==> src/rtl/lapsh_pkg.sv <==
// Types and constants shared by the 3x3 Laplacian sharpening block.
// No dependencies; lapsh_kernel, lapsh_out_queue and the top level import this package.
`timescale 1ns / 1ps

package lapsh_pkg;

   localparam int MAX_WIDTH  = 1024;
   localparam int MAX_HEIGHT = 4096;

   localparam int PIX_W  = 8;
   localparam int COL_W  = 10;
   localparam int ROW_W  = 12;
   localparam int FW_W   = 11;
   localparam int FH_W   = 13;
   localparam int CSR_AW = 4;
   localparam int CSR_DW = 32;

   localparam logic [FW_W-1:0] FW_MIN   = FW_W'(3);
   localparam logic [FW_W-1:0] FW_MAX   = FW_W'(MAX_WIDTH);
   localparam logic [FH_W-1:0] FH_MIN   = FH_W'(3);
   localparam logic [FH_W-1:0] FH_MAX   = FH_W'(MAX_HEIGHT);
   localparam logic [FW_W-1:0] FW_RESET = FW_W'(640);
   localparam logic [FH_W-1:0] FH_RESET = FH_W'(480);

   typedef enum logic [1:0] {
      REG_FRAME_WIDTH  = 2'd0,
      REG_FRAME_HEIGHT = 2'd1,
      REG_ROUND_MODE   = 2'd2,
      REG_UNUSED       = 2'd3
   } reg_index_type;

   typedef struct packed {
      logic [PIX_W-1:0] pixel_in;
      logic             frame_start;
   } req_type;

   typedef struct packed {
      logic [PIX_W-1:0] pixel_out;
      logic [ROW_W-1:0] out_row;
      logic [COL_W-1:0] out_col;
      logic             is_border;
      logic             last_of_run;
   } rsp_type;

   // Up to two words produced by one pixel, in delivery order.
   typedef struct packed {
      logic [1:0] count;
      rsp_type    slot0;
      rsp_type    slot1;
   } push_type;

endpackage

==> src/rtl/lapsh_kernel.sv <==
// Sharpening arithmetic and result formatting for one pixel.
// Depends on lapsh_pkg for field widths and the push_type word pair.
`timescale 1ns / 1ps

module lapsh_kernel (
   input  logic [lapsh_pkg::PIX_W-1:0] up,
   input  logic [lapsh_pkg::PIX_W-1:0] left,
   input  logic [lapsh_pkg::PIX_W-1:0] mid,
   input  logic [lapsh_pkg::PIX_W-1:0] right,
   input  logic [lapsh_pkg::PIX_W-1:0] down,
   input  logic                        round_mode,
   input  logic [lapsh_pkg::PIX_W-1:0] pixel,
   input  logic [lapsh_pkg::ROW_W-1:0] row,
   input  logic [lapsh_pkg::COL_W-1:0] col,
   input  logic                        interior,
   input  logic                        border,
   output lapsh_pkg::push_type         push
);

   import lapsh_pkg::*;

   logic [11:0]      pos_sum;
   logic [11:0]      neg_sum;
   logic [11:0]      diff;
   logic [9:0]       quot;
   logic [PIX_W-1:0] sharp;
   rsp_type          intr_word;
   rsp_type          bord_word;

   always_comb begin
      pos_sum = {1'b0, mid, 3'b000};
      neg_sum = {4'b0, up} + {4'b0, left} + {4'b0, right} + {4'b0, down};
      diff    = pos_sum - neg_sum;
      quot    = {1'b0, diff[10:2]} + {9'b0, (round_mode && (diff[1:0] == 2'b11))};
      // Negative sum gives zero; large quotient saturates.
      if (pos_sum < neg_sum) begin
         sharp = '0;
      end else if (quot > 10'd255) begin
         sharp = 8'd255;
      end else begin
         sharp = quot[PIX_W-1:0];
      end
   end

   always_comb begin
      intr_word.pixel_out   = sharp;
      intr_word.out_row     = row - ROW_W'(1);
      intr_word.out_col     = col - COL_W'(1);
      intr_word.is_border   = 1'b0;
      intr_word.last_of_run = !border;

      bord_word.pixel_out   = pixel;
      bord_word.out_row     = row;
      bord_word.out_col     = col;
      bord_word.is_border   = 1'b1;
      bord_word.last_of_run = 1'b1;

      push.count = {1'b0, interior} + {1'b0, border};
      push.slot0 = interior ? intr_word : bord_word;
      push.slot1 = bord_word;
   end

endmodule

==> config.mk <==
export PLATFORM = sky130hd
export DESIGN_NAME = lapsh_kernel
export DESIGN_NICKNAME = d
export VERILOG_FILES = /design/src/rtl/lapsh_pkg.sv /design/src/rtl/lapsh_kernel.sv
export SDC_FILE = /design/constraint.sdc
export NUM_CORES = 1
export LEC_CHECK = 0
export BUFFER_PORTS_ARGS = -buffer_cell sky130_fd_sc_hd__buf_2
export CAP_MARGIN = 20
export CORE_UTILIZATION = 45
export DETAILED_ROUTE_END_ITERATION = 8
export PLACE_DENSITY = 0.9
export SETUP_SLACK_MARGIN = 0.02
export SLEW_MARGIN = 20
export SYNTH_ARGS = -nofsm -noshare
export SYNTH_HDL_FRONTEND = slang
export SYNTH_SLANG_ARGS = --single-unit
==> constraint.sdc <==
create_clock -name vclk -period 9
set_input_delay 1.8 -clock vclk [all_inputs]
set_output_delay 1.8 -clock vclk [all_outputs]
set_load 0.01 [all_outputs]
==> impl_results.md, run 1 <==
- Status: finished, final reports clean
- Synth cell types: 53
- Die height: 70.2 um
- Util after Layout: 58.6%
- WL final: 5.03 mm
- Crit start category: input port
- Final worst slack: 839 ps
- Cell family with most CP delay: adder cells
- Total iterations of the first detailed-routing run: 4
- Yosys Warn Count: 0
- Leak: 1.42 nW
- Slowest CP cell: o21ai_0
- CP Class: in -> out
- Vias per inst: 5.09
- Vias in the first global route: 2094
- Row count: 24
- Mapped Cells: 276
- Yosys top cell area share: 15.3%
- Cell mode on critical path: fa_1
- Nets@finish: 491
- Most common library cells after synthesis: inv_1 (43), buf_4 (32), ha_1 (22)
- GPL Wtd Cong: 0.808
- Slew HR: 47.0%
- Avg Inst Size Synth: 7.58 sq um
- Final min period: 8160 ps
- # Post-CTS Setup Buffers: 0
- Critical path depth: 19
- Critical Path End Type: output pin
- Max Freq: 123 MHz
- Worst Path Required: 7200 ps
- Core ar.: 0.00441 sq mm
- Antenna diodes: 0
- Final period util: 90.7%
- Largest stage delay, worst path: 670 ps
- Port Buf Inserts: 137
- Global-route wire length before repair: 8.42 mm
- Die area: 0.00492 sq mm
- Part of the Yosys area used for sequential elements: 0%
- Buffers and inverters on the worst path: 3
- Die span in x: 70.2 um
- Hold depth: 2
- Final hold vios: 0
- Final hold slack: 3800 ps
- Final setup viols: 0
- Tot GR Track Use: 19.9%
- Pwr/cell area: 211 mW/mm^2
- Yosys top cell by area: fa_1
- DPL Wire Length: 4.62 mm
- Hold Path Class: in -> out
- Wire per inst: 11.7 um
- Register area: 0 sq um
- IO Pins: 139
- Pre-CTS setup slack: 863 ps
- Initial antenna violation count: 0
- Vias: 2188
- Starting density of the core: 47.4%
- Total congestion overflow: 0
- Placed Area: 0.00259 sq mm
- # Max-Cap Violations: 0
- FF+latch count: 0
- Worst Tran Pin Value: 787 ps
- Post-route DRC violation count: 0
- DRT iter0 DRCs: 61
- Post-route cell area: 0.00259 sq mm
- Post_cts resized: 0
- Fillers: 410
- Layout cell share with drive strength beyond 1: 38.4%
- Pin count of the biggest net entering global routing: 14
- Setup tns final: 0 ps
- RSZ-0062 raised after global routing: false
- CP Cell Sequence: buf_2 -> fa_1 -> fa_1 -> ha_1 -> inv_1 -> fa_1 -> nor2b_1 -> o21ai_1 -> a21oi_1 -> o21ai_0 -> nand2b_1 -> xnor2_1 -> ha_1 -> and4_1 -> a211oi_1 -> a21oi_1 -> o21ai_0 -> o32ai_1 -> buf_2
- Count leader, synth: inv_1
- Max Slew Vio Count: 0
- Area Growth Syn to Fin: 23.8%
- Post-Syn Area: 0.00209 sq mm
- Worst vdd ir: 0.000104 V
- Clkbuf count: 0
- Hold buffers post-CTS: 0
- Post-DRT Antenna Nets: 0
- CP Data Arrival Time: 6360 ps
- Top cells by area, synth: fa_1 (15%), ha_1 (13%), buf_4 (11%)
- Maximum fanout along the worst path: 8
==> power by group <==
| group | switching (mW) | internal [mW] |
|---|---|---|
| Clock | 0 | 0 |
| Sequential | 0 | 0 |
| Combinational | 0.315 | 0.231 |
==> through the flow <==
| stage | power [mW] | instances |
|---|---|---|
| 3_5_place_dp | 0.544 | 430 |
| 6_report | 0.546 | 430 |
| 2_1_floorplan | 0.417 | 277 |
| 3_3_place_gp | 0.520 | 430 |
| 5_1_grt | 0.613 | 430 |
| 4_1_cts | 0.547 | 430 |
==> logic make-up (layout without fill, tap and decap cells) <==
family,Yosys count,after routing,share of synthesized area [%]
and+or+nand+nor,68,68,18.9
xor gates and xnor gates,37,37,15.5
other,1,2,0.179
muxes,2,2,1.14
adders and majority gates,38,38,28.5
buffers and inverters,79,180,20.0
AOI/OAI and AO/OA,51,51,15.8
==> cell usage in the layout (no fill, tap or decap), types with 3 or more instances in the layout <==
| master | Yosys | routed |
|---|---|---|
| a21o_1 | 3 | 3 |
| o211ai_1 | 3 | 3 |
| fa_1 | 16 | 16 |
| o21ai_0 | 4 | 4 |
| ha_1 | 22 | 22 |
| or3_1 | 3 | 3 |
| nand2b_1 | 7 | 7 |
| nor3_1 | 9 | 9 |
| xor2_1 | 19 | 19 |
| nand2_1 | 10 | 10 |
| o21ai_1 | 9 | 9 |
| a211oi_1 | 3 | 3 |
| xnor2_1 | 18 | 18 |
| a22oi_1 | 6 | 6 |
| a21oi_1 | 12 | 12 |
| inv_1 | 43 | 43 |
| nor2_1 | 13 | 13 |
| buf_2 | 2 | 137 |
| nand4_1 | 3 | 3 |
==> path summary, 6_finish.rpt <==
kind                  from       end  slack, ps
setup / recovery     up[1]  push[63]        840
hold / removal    pixel[0]  push[24]       3800
==> area by class of cell <==
cell class | count | area [sq um] | share of cell area, %
multi-input combinational | 198 | 1680 | 64.7
timing repair buffer | 137 | 686 | 26.5
inverter | 43 | 161 | 6.24
tap | 52 | 65.1 | 2.51
==> per-layer routing <==
layer	share of wire, %	vias up	GRT usage [%]
li1	-	1099	-
met1	39	993	22.7
met2	54	88	40.7
met3	5.1	8	1.15
met4	1.5	0	2.67
met5	0	-	0
No activity file was read; power rests on OpenSTA's default activity.
==> run 2, diff against run 1 <==
CORE_UTILIZATION = 37   (was 45)
GPL_ROUTABILITY_DRIVEN = 0   (was unset)
PLACE_DENSITY = 0.77   (was 0.9)
==> run 2 against run 1 <==
  * Count of clock-buffer cells in the layout stayed put
  * Cell count is 4.7% higher
  * Critical path depth is 2 higher
  * Final area is 0.97% higher
  * Critical path type unchanged
==> impl_results.md, run 2 (same netlist as run 1, synthesis figures left out) <==
- Setup tns final: 0 ps (unchanged)
- WL final: 4.79 mm (-4.8%)
- Nets@finish: 491 (unchanged)
- Global-route wire length before repair: 7.86 mm (-6.6%)
- Area Growth Syn to Fin: 25.0%
- Commonest non-fill, non-tap cell in the layout: buf_2
- CP Cell Sequence: buf_2 -> fa_1 -> fa_1 -> ha_1 -> inv_1 -> fa_1 -> nor2b_1 -> o21ai_1 -> a21oi_1 -> o21ai_0 -> nand2b_1 -> xnor2_1 -> ha_1 -> and4_1 -> o21ai_1 -> o211ai_1 -> xor2_1 -> nand4_1 -> mux2i_2 -> o21ai_1 -> buf_2
- Vias per inst: 4.75 (-6.6%)
- Max Freq: 124 MHz (+1.2%)
- Critical Path End Type: output pin
- DPL Wire Length: 4.31 mm (-6.5%)
- Worst vdd ir: 0.000104 V (+0.21%)
- Vias: 2139 (-2.2%)
- Final setup viols: 0 (unchanged)
- Post_cts resized: 0 (unchanged)
- Initial antenna violation count: 0 (unchanged)
- Die height: 77.2 um (+10%)
- DRT iter0 DRCs: 47 (-23%)
- Die span in x: 77.2 um (+10%)
- Hold Path Class: in -> out
- Most frequent cells in the layout: buf_2 (137), inv_1 (43), ha_1 (22), xor2_1 (19), xnor2_1 (18)
- Util after Layout: 47.7% (-11 points)
- Post-route DRC violation count: 0 (unchanged)
- IO Pins: 139 (unchanged)
- Largest stage delay, worst path: 520 ps (-150 ps)
- Slowest CP cell: fa_1
- Total iterations of the first detailed-routing run: 4 (unchanged)
- # Post-CTS Setup Buffers: 0 (unchanged)
- CP Data Arrival Time: 6260 ps (-100 ps)
- Final period util: 89.6% (-1.1 points)
- Leak: 1.42 nW (unchanged)
- Vias in the first global route: 1870 (-11%)
- Total congestion overflow: 0 (unchanged)
- Pwr/cell area: 205 mW/mm^2 (-2.8%)
- Pin count of the biggest net entering global routing: 14 (unchanged)
- Cell family with most CP delay: adder cells
- Layout cell share with drive strength beyond 1: 38.4% (unchanged)
- Register area: 0 sq um (unchanged)
- Maximum fanout along the worst path: 8 (unchanged)
- Status: finished, final reports clean
- Starting density of the core: 38.2% (-9.2 points)
- Port Buf Inserts: 137 (unchanged)
- Worst Tran Pin Value: 739 ps (-48.0 ps)
- Crit start category: input port
- Die area: 0.00596 sq mm (+21%)
- Core ar.: 0.00547 sq mm (+24%)
- Final hold vios: 0 (unchanged)
- CP Class: in -> out
- Max Slew Vio Count: 0 (unchanged)
- Worst Path Required: 7200 ps (about the same)
- Final min period: 8060 ps (-96.8 ps)
- Buffers and inverters on the worst path: 3 (unchanged)
- Clkbuf count: 0 (unchanged)
- Wire per inst: 10.6 um (-9.0%)
- Antenna diodes: 0 (unchanged)
- RSZ-0062 raised after global routing: false
- Hold buffers post-CTS: 0 (unchanged)
- Row count: 27 (+13%)
- Post-DRT Antenna Nets: 0 (unchanged)
- Tot GR Track Use: 15.0% (-4.9 points)
- FF+latch count: 0 (unchanged)
- Slew HR: 50.2% (+3.2 points)
- # Max-Cap Violations: 0 (unchanged)
- Final hold slack: 3810 ps (+3.02 ps)
## run 2: power by group
part | internal [mW] | switching, mW | leakage (nW)
clock | 0 | 0 | 0
sequential | 0 | 0 | 0
combinational | 0.230 | 0.306 | 1.42
total | 0.230 | 0.306 | 1.42
## run 2: final timing paths
path	from	slack, ps	cells after the start	endpoint
setup / recovery	up[1]	940	21	push[58]
hold / removal	pixel[2]	3810	2	push[26]
## run 2: layout make-up
type,count,area (sq um)
Multi-Input combinational cell,198,1680
Inverter,43,161
Timing Repair Buffer,137,686
Tap cell,72,90.1
Fill cell,579,2860
## run 2: per-stage QoR
stage               power (mW)  std cells  setup WS (ps)  instance area [sq um]
finish                   0.536        450            936                   2610
global route             0.602        450            520                   2610
CTS                      0.538        450            896                   2610
detailed placement       0.534        450            928                   2610
global placement         0.520        450           1050                   2610
floorplan                0.417        277           1470                   2090
## run 2: metal layers
layer / up-vias / GRT usage [%] / wire length, um
met5: - / 0 / 0
met4: 0 / 0.755 / 0
met3: 0 / 1.07 / 296
met2: 84 / 28.6 / 2370
met1: 952 / 19.1 / 2130
li1: 1103 / - / -
