===== config.mk =====
export PLATFORM = sky130hd
export DESIGN_NAME = lapsh_out_queue
export DESIGN_NICKNAME = d
export VERILOG_FILES = /design/src/rtl/lapsh_pkg.sv /design/src/rtl/lapsh_out_queue.sv
export SDC_FILE = /design/constraint.sdc
export NUM_CORES = 1
export LEC_CHECK = 0
export BUFFER_PORTS_ARGS = -buffer_cell sky130_fd_sc_hd__clkbuf_2
export CAP_MARGIN = 10
export CORE_UTILIZATION = 45
export DETAILED_ROUTE_END_ITERATION = 8
export GPL_TIMING_DRIVEN = 0
export PLACE_DENSITY_LB_ADDON = 0.25
export SYNTH_ARGS = -nofsm -noshare
export SYNTH_HDL_FRONTEND = slang
export SYNTH_SLANG_ARGS = --single-unit

===== constraint.sdc =====
create_clock -name clock -period 4.35 [get_ports clock]
set_input_delay 0.6525 -clock clock [delete_from_list [all_inputs] [get_ports clock]]
set_output_delay 0.6525 -clock clock [all_outputs]
set_load 0.01 [all_outputs]

===== src/rtl/lapsh_pkg.sv =====
// Types and constants shared by the 3x3 Laplacian sharpening block.
// No dependencies; lapsh_kernel, lapsh_out_queue and the top level import this package.
`timescale 1ns / 1ps

package lapsh_pkg;

   localparam int MAX_WIDTH  = 1024;
   localparam int MAX_HEIGHT = 4096;

   localparam int PIX_W  = 8;
   localparam int COL_W  = 10;
   localparam int ROW_W  = 12;
   localparam int FW_W   = 11;
   localparam int FH_W   = 13;
   localparam int CSR_AW = 4;
   localparam int CSR_DW = 32;

   localparam logic [FW_W-1:0] FW_MIN   = FW_W'(3);
   localparam logic [FW_W-1:0] FW_MAX   = FW_W'(MAX_WIDTH);
   localparam logic [FH_W-1:0] FH_MIN   = FH_W'(3);
   localparam logic [FH_W-1:0] FH_MAX   = FH_W'(MAX_HEIGHT);
   localparam logic [FW_W-1:0] FW_RESET = FW_W'(640);
   localparam logic [FH_W-1:0] FH_RESET = FH_W'(480);

   typedef enum logic [1:0] {
      REG_FRAME_WIDTH  = 2'd0,
      REG_FRAME_HEIGHT = 2'd1,
      REG_ROUND_MODE   = 2'd2,
      REG_UNUSED       = 2'd3
   } reg_index_type;

   typedef struct packed {
      logic [PIX_W-1:0] pixel_in;
      logic             frame_start;
   } req_type;

   typedef struct packed {
      logic [PIX_W-1:0] pixel_out;
      logic [ROW_W-1:0] out_row;
      logic [COL_W-1:0] out_col;
      logic             is_border;
      logic             last_of_run;
   } rsp_type;

   // Up to two words produced by one pixel, in delivery order.
   typedef struct packed {
      logic [1:0] count;
      rsp_type    slot0;
      rsp_type    slot1;
   } push_type;

endpackage


===== src/rtl/lapsh_out_queue.sv =====
// Four-word result queue taking up to two words a cycle.
// Depends on lapsh_pkg for rsp_type and push_type.
`timescale 1ns / 1ps

module lapsh_out_queue (
   input  logic                clock,
   input  logic                reset,
   input  lapsh_pkg::push_type push,
   output logic                room,
   output logic                rsp_valid,
   input  logic                rsp_ready,
   output lapsh_pkg::rsp_type  rsp_payload
);

   import lapsh_pkg::*;

   rsp_type    slot_ff [4];
   logic [1:0] wr_ptr_ff;
   logic [1:0] wr_ptr_in;
   logic [1:0] rd_ptr_ff;
   logic [1:0] rd_ptr_in;
   logic [2:0] count_ff;
   logic [2:0] count_in;
   logic       pop;

   assign pop         = rsp_valid && rsp_ready;
   assign rsp_valid   = (count_ff != 3'd0);
   assign rsp_payload = slot_ff[rd_ptr_ff];
   // Room for a full pair regardless of what drains this cycle.
   assign room        = (count_ff <= 3'd2);

   always_comb begin
      wr_ptr_in = wr_ptr_ff + push.count;
      rd_ptr_in = rd_ptr_ff + {1'b0, pop};
      count_in  = count_ff + {1'b0, push.count} - {2'b0, pop};
   end

   always_ff @(posedge clock) begin
      if (reset) begin
         wr_ptr_ff <= '0;
         rd_ptr_ff <= '0;
         count_ff  <= '0;
      end else begin
         wr_ptr_ff <= wr_ptr_in;
         rd_ptr_ff <= rd_ptr_in;
         count_ff  <= count_in;
      end
   end

   always_ff @(posedge clock) begin
      if (push.count != 2'd0) begin
         slot_ff[wr_ptr_ff] <= push.slot0;
      end
      if (push.count == 2'd2) begin
         slot_ff[wr_ptr_ff + 2'd1] <= push.slot1;
      end
   end

endmodule


==> results of run 1 <==
==> worst min-delay path by stage <==
stage | startpoint | to | slack, ns
after floorplan | count_ff[2] | count_ff[2] | 0.66
after global placement | count_ff[2] | count_ff[2] | 0.71
final | reset | count_ff[1] | 0.54
after detailed placement | count_ff[2] | count_ff[2] | 0.71
after CTS | reset | count_ff[1] | 0.53
after global routing | reset | count_ff[1] | 0.55
==> final cells by class <==
class	instances	area share, %
tap	184	2.82
clock inverter	10	1.29
clock buffer	22	5.44
sequential	135	48.8
multi-input combinational	193	31.7
inverter	4	0.184
timing repair buffer	105	7.45
buffer	24	2.31
==> where the power goes <==
group          switching [mW]  internal, mW  total, mW
Clock                   0.518         0.836       1.35
Sequential             0.0402          1.60       1.64
Combinational           0.445         0.459      0.904
Total                    1.00          2.89       3.89
==> logic make-up (layout without fill, tap and decap cells) <==
logic type                 after synthesis  count (layout)  share of synthesized area, %
buffers and inverters                   28             165                          3.03
and+or+nand+nor                         17              17                          1.86
adders and majority gates                4               4                         0.854
xor gates and xnor gates                 2               2                         0.669
muxes                                  164             164                          33.8
AOI/OAI and AO/OA                        6               6                         0.613
DFF                                    135             135                          59.1
==> state kept, by name, summed over array words and instances (netlist names) <==
name / cells
count_ff: 3
rd_ptr_ff: 2
wr_ptr_ff: 2
slot_ff: 128
==> routing by layer <==
metal / vias up / GRT usage, %
li1: 1698 / -
met1: 1895 / 25.3
met2: 90 / 31.8
met3: 12 / 5.80
met4: 0 / 6.17
met5: - / 0
==> Yosys cell counts (all sizes together) <==
library cell,instances
mux2,130
ha,3
nand4b,1
a21oi,1
inv,4
edfxtp,128
or3,1
mux2i,2
o311ai,1
fa,1
nor2,6
o21ai,1
xnor3,2
or2,1
nor4bb,2
buf,21
o31ai,1
clkbuf,3
nor2b,5
nor4b,1
o21bai,2
mux4,32
dfxtp,7
==> through the flow <==
step | TNS [ns] | area (um2) | worst slack (ns) | hold WS, ns
after floorplan | 0 | 6740 | 0.735 | 0.657
after global placement | -51.03 | 7470 | -1.60 | 0.711
after detailed placement | 0 | 7610 | 1.85 | 0.709
after CTS | 0 | 8160 | 1.41 | 0.526
after global routing | 0 | 8160 | 1.28 | 0.546
final | 0 | 8160 | 1.44 | 0.537
==> critical path: cells and delay by family (launching register included) <==
| family | cells | cell delay, ns |
|---|---|---|
| buf+inv | 3 | 1.10 |
| mux | 1 | 0.43 |
| flops | 1 | 0.30 |
==> metrics.md, run 1 <==
| Metric | Value |
|---|---|
| Commonest non-fill, non-tap cell in the layout | `edfxtp_1` |
| Clock Latency Late Sink | `0.42 ns` |
| M1 WL | `6190 um` |
| Final wirelength | `14200 um` |
| Slowest stage delay, CP | `around 0.62 ns` |
| CP most frequent cell | `clkbuf_1` |
| Via count | `~3700` |
| Die footprint | `0.0155 mm2` |
| Clk slew on worst S/H paths | `0.06 ns` |
| Final core occ | `a little under three fifths` |
| Worst R2R End | `slot_ff[2][14]` |
| Register area share after synthesis | `roughly three fifths` |
| Mapped Cells | `356` |
| Area occupied by multi-input gates | `about 0.0026 mm2` |
| Hold Violations, Final | `0` |
| Global Route Usage Sum | `19.6%` |
| Layout Cells excl Fill | `a little under 700` |
| Vias in the first global route | `3972` |
| CTS tree | `done` |
| Post-layout minimum cycle time | `2.91 ns` |
| Initial Utilization | `46.2%` |
| Cells after DPL | `645` |
| Final Wtd Congestion | `0.700` |
| Clock Sinks | `about 140` |
| DP HPWL | `9290 um` |
| Synth warn | `0` |
| Layout cells sized above 1 | `58.6%` |
| Grt total ovfl | `0` |
| Net total in the final layout | `553` |
| Max Used Layer | `met4` |
| I/O Buffers | `101` |
| Avg Cell Area, Syn | `18.9 um2` |
| Die width | `around 120 um` |
| Drt initial violations | `200` |
| CP Capture Type | `output pin` |
| Max rail drop VDD | `0.303 mV` |
| DR WL/cell | `~21 um` |
| R2R depth | `5` |
| Post-Syn Area | `0.00674 mm2` |
| Largest area contributor in the netlist | `edfxtp_1` |
| MaxCap Viol Count | `0` |
| # diodes | `0` |
| Worst Tran Pin Value | `0.750 ns` |
| H-tree Lvls | `4` |
| Pwr per Cell Area | `477 mW/mm2` |
| Post-DRT Antenna Nets | `0` |
| Largest net degree at the start of global routing | `21` |
| Post-CTS Setup Inserts | `0` |
| Final Power | `3.89 mW` |
| DR DRC count | `0` |
| Worst EP arrival | `2.25 ns` |
| Sequential cell area | `0.00398 mm2` |
| Clock tree buffer depth | `2` |
| Clk root buf | `clkbuf_16` |
| Synth Register Bits | `135` |
| Num rows | `44` |
| First-pass GRT wire length | `22400 um` |
| CP startpoint | `rd_ptr_ff[1]` |
| Synth-to-Final Area Change | `21.2%` |
| Fillers | `between 1000 and 1500` |
| # hold bufs at CTS | `0` |
| Met3 Wirelength | `767 um` |
| Reg2reg start | `wr_ptr_ff[0]` |
| Synth top area cells | `edfxtp_1 57%, mux2_2 13%, mux4_2 11%` |
| Min-Delay Path Class | `input port to flop` |
| TritonCTS Buffers | `17` |
| # IOs | `about 100` |
| Initial antenna violation count | `0` |
| Worst path required time | `3.70 ns` |
| Core Box Area | `0.0146 mm2` |
| CTS resizes | `0` |
| Die H | `124 um` |
| Final max-slew violation count | `0` |
| Crit-path slowest cell | `clkbuf_1` |
| Setup crit end | `rsp_payload[20]` |
| Worst setup SP type | `flop` |
| Final setup fails | `0` |
| Crit path max fanout | `10` |
| Final period util | `roughly two thirds` |
| Worst clock skew | `0.00823 ns` |
| Status | `finished, final reports clean` |
| Hold Path Depth | `2` |
| Syn Nets | `roughly 430` |
| Max-slew headroom | `50.0%` |
| Initial DRT Pass Iterations | `4` |
| R2r setup slk | `2.26 ns` |
| Unrepaired setup endpoints after global routing | `no` |
| F_max | `344 MHz` |
| Most frequent cells in the layout | `128 x edfxtp_1, 101 x clkbuf_2, 78 x mux2_2` |
| Synth top area share | `a little under three fifths` |
| Yosys cell types | `27` |
| LEAKAGE | `~3.0 nW` |
| Cell-by-cell trace of the critical path | `clkbuf_1 -> clkbuf_1 -> mux4_2 -> clkbuf_2` |
| Met2 routed WL | `7110 um` |
| Critical path class | `flop to output pin` |
| Via-to-Cell Ratio | `about 5.5` |
Power figures use the tool's default switching activity.
==> run 2, diff against run 1 <==
- clock period: 4.35 -> 2.4 ns (I/O delays scaled with it)
==> metrics.md, run 2 (synthesis results as in run 1) <==
| Metric | Value |
|---|---|
| Status | `finished, final reports clean (unchanged)` |
| Num rows | `44 (unchanged)` |
| CTS tree | `done (unchanged)` |
| Biggest register | `slot_ff (unchanged)` |
| # IOs | `103 (unchanged)` |
| Vias in the first global route | `4030 (was 3972)` |
| Final Power | `7.45 mW (was 3.89 mW)` |
| Cells after DPL | `645 (unchanged)` |
| LEAKAGE | `3.06 nW (was 3.01 nW)` |
| Clk slew on worst S/H paths | `0.05 ns (was 0.06 ns)` |
| First-pass GRT wire length | `21900 um (was 22400 um)` |
| CP Capture Type | `output pin (unchanged)` |
| I/O Buffers | `101 (unchanged)` |
| Die width | `124 um (unchanged)` |
| Initial antenna violation count | `0 (unchanged)` |
| Slowest stage delay, CP | `0.39 ns (was 0.62 ns)` |
| Hold Path Depth | `2 (unchanged)` |
| R2R depth | `5 (unchanged)` |
| Clk root buf | `clkbuf_16 (unchanged)` |
| Dpl ws | `0.218 ns (was 1.85 ns)` |
| H-tree Lvls | `4 (unchanged)` |
| Synth-to-Final Area Change | `22.6% (was 21.2%)` |
| Cell-by-cell trace of the critical path | `clkbuf_1 -> clkbuf_2 -> mux4_2 -> clkbuf_2 (was clkbuf_1 -> clkbuf_1 -> mux4_2 -> clkbuf_2)` |
| DR DRC count | `0 (unchanged)` |
| Largest delay share family, worst path | `buffers and inverters (unchanged)` |
| Initial Utilization | `46.2% (unchanged)` |
| Biggest regs | `slot_ff (128), count_ff (3) (unchanged)` |
| Final setup fails | `0 (unchanged)` |
| TritonCTS Buffers | `17 (unchanged)` |
| Pwr per Cell Area | `901 mW/mm2 (was 477 mW/mm2)` |
| Reg2reg start | `wr_ptr_ff[0] (unchanged)` |
| Hold Violations, Final | `0 (unchanged)` |
| Layout Cells excl Fill | `677 (unchanged)` |
| Via-to-Cell Ratio | `5.43 (was 5.46)` |
| F_max | `436 MHz` |
| Commonest non-fill, non-tap cell in the layout | `edfxtp_1 (unchanged)` |
| Max rail drop VDD | `0.706 mV (was 0.303 mV)` |
| Via count | `3676 (was 3695)` |
| Worst Hold Launch | `reset (unchanged)` |
| Worst EP arrival | `1.93 ns (was 2.25 ns)` |
| Worst path required time | `2.04 ns (was 3.70 ns)` |
| Drt initial violations | `169 (was 200)` |
| Crit path max fanout | `10 (unchanged)` |
| Final wirelength | `13800 um (was 14200 um)` |
| Worst clock skew | `0.00485 ns (was 0.00823 ns)` |
| Die footprint | `0.0155 mm2 (unchanged)` |
| Clock tree buffer depth | `2 (unchanged)` |
| Grt total ovfl | `0 (unchanged)` |
| Max reg flops | `128 (unchanged)` |
| Layout cells sized above 1 | `58.6% (unchanged)` |
| Clock Latency Late Sink | `0.42 ns (about the same)` |
| MaxCap Viol Count | `0 (unchanged)` |
| Initial DRT Pass Iterations | `4 (unchanged)` |
| # diodes | `0 (unchanged)` |
| CP Buf/Inv Count | `3 (unchanged)` |
| Die H | `124 um (unchanged)` |
| CP most frequent cell | `clkbuf_2 (was clkbuf_1)` |
| Global Route Usage Sum | `19.2% (was 19.6%)` |
| Worst setup SP type | `flop (unchanged)` |
| DR WL/cell | `20.4 um (was 21.0 um)` |
| Final Wtd Congestion | `0.703 (was 0.700)` |
| Post-layout minimum cycle time | `2.29 ns` |
| Net total in the final layout | `553 (unchanged)` |
| Clock Sinks | `135 (unchanged)` |
| Worst R2R End | `slot_ff[2][20] (was slot_ff[2][14])` |
| Final period util | `between 90% and 100%` |
| Worst Tran Pin Value | `0.719 ns (was 0.750 ns)` |
| Post-DRT Antenna Nets | `0 (unchanged)` |
| Max-slew headroom | `51.9% (was 50.0%)` |
| Fillers | `1150 (was 1142)` |
| Critical path class | `flop to output pin (unchanged)` |
| DP HPWL | `9060 um (was 9290 um)` |
| R2r setup slk | `0.41 ns (was 2.26 ns)` |
| Min-Delay Path Class | `input port to flop (unchanged)` |
| Largest net degree at the start of global routing | `26 (was 21)` |
| Hold path endpoint | `wr_ptr_ff[0] (was count_ff[1])` |
| TNS Setup | `0 ns (unchanged)` |
| Unrepaired setup endpoints after global routing | `yes (was no)` |
| Crit-path slowest cell | `mux4_2 (was clkbuf_1)` |
| Core Box Area | `0.0146 mm2 (unchanged)` |
| Fin worst setup slack | `0.105 ns (was 1.44 ns)` |
| Most frequent cells in the layout | `128 x edfxtp_1, 103 x clkbuf_2, 78 x mux2_2 (was 128 x edfxtp_1, 101 x clkbuf_2, 78 x mux2_2)` |
| Final max-slew violation count | `0 (unchanged)` |
run 2: cell types whose count changed in the layout (fill, tap and decap cells not counted), sizes merged:
| cell | before | now |
|---|---|---|
| buf | 25 | 24 |
| bufinv | 2 | 6 |
| clkbuf | 126 | 124 |
| clkinvlp | 1 | 0 |
run 2: area by class of cell:
class | count | area, um2 | share of cell area (%)
buffer | 24 | 205 | 2.48
tap | 184 | 230 | 2.79
timing repair buffer | 105 | 601 | 7.27
inverter | 4 | 15.0 | 0.182
clock inverter | 13 | 208 | 2.51
multi-input combinational | 193 | 2590 | 31.3
sequential | 135 | 3980 | 48.2
clock buffer | 19 | 433 | 5.24
run 2: per-layer routing:
| layer | up-vias | track usage [%] | wire [um] |
|---|---|---|---|
| li1 | 1715 | - | - |
| met1 | 1848 | 23.7 | 5880 |
| met2 | 99 | 32.4 | 7000 |
| met3 | 14 | 5.88 | 750 |
| met4 | 0 | 5.95 | 157 |
| met5 | - | 0 | 0 |
run 2: per-stage QoR:
stage               cell area [um2]  hold WS, ns  util (%)
floorplan                      6740        0.432         -
global placement               7480        0.657      51.3
detailed placement             7600        0.672      52.1
CTS                            8260        0.229      56.6
global route                   8260        0.253      56.6
finish                         8260        0.243      56.6
run 2: where the power goes:
group / total [mW] / switching (mW) / internal [mW] / leakage [nW]
Clock: 2.83 / 0.907 / 1.92 / 0.310
Sequential: 2.96 / 0.0713 / 2.89 / 1.26
Combinational: 1.65 / 0.805 / 0.848 / 1.49
run 2: repair_timing:
action / CTS / global route
hold buffers: 0 / 0
resized for setup: 4 / 2
setup endpoints to repair: 20 / 10
buffers inserted: 0 / 0
endpoints found under the hold margin: 0 / 0
run 2: how the worst max path moves through the flow:
| stage | from | end | slack [ns] | cells after the start |
|---|---|---|---|---|
| global route | rd_ptr_ff[1] | rsp_payload[22] | -0.005 | 4 |
| floorplan | push[65] | slot_ff[1][0] | 0.03 | 3 |
| global placement | push[64] | slot_ff[1][20] | -1.42 | 3 |
| CTS | rd_ptr_ff[0] | rsp_payload[25] | 0.01 | 4 |
| detailed placement | rd_ptr_ff[1] | rsp_payload[22] | 0.22 | 4 |
| finish | rd_ptr_ff[1] | rsp_payload[25] | 0.11 | 4 |
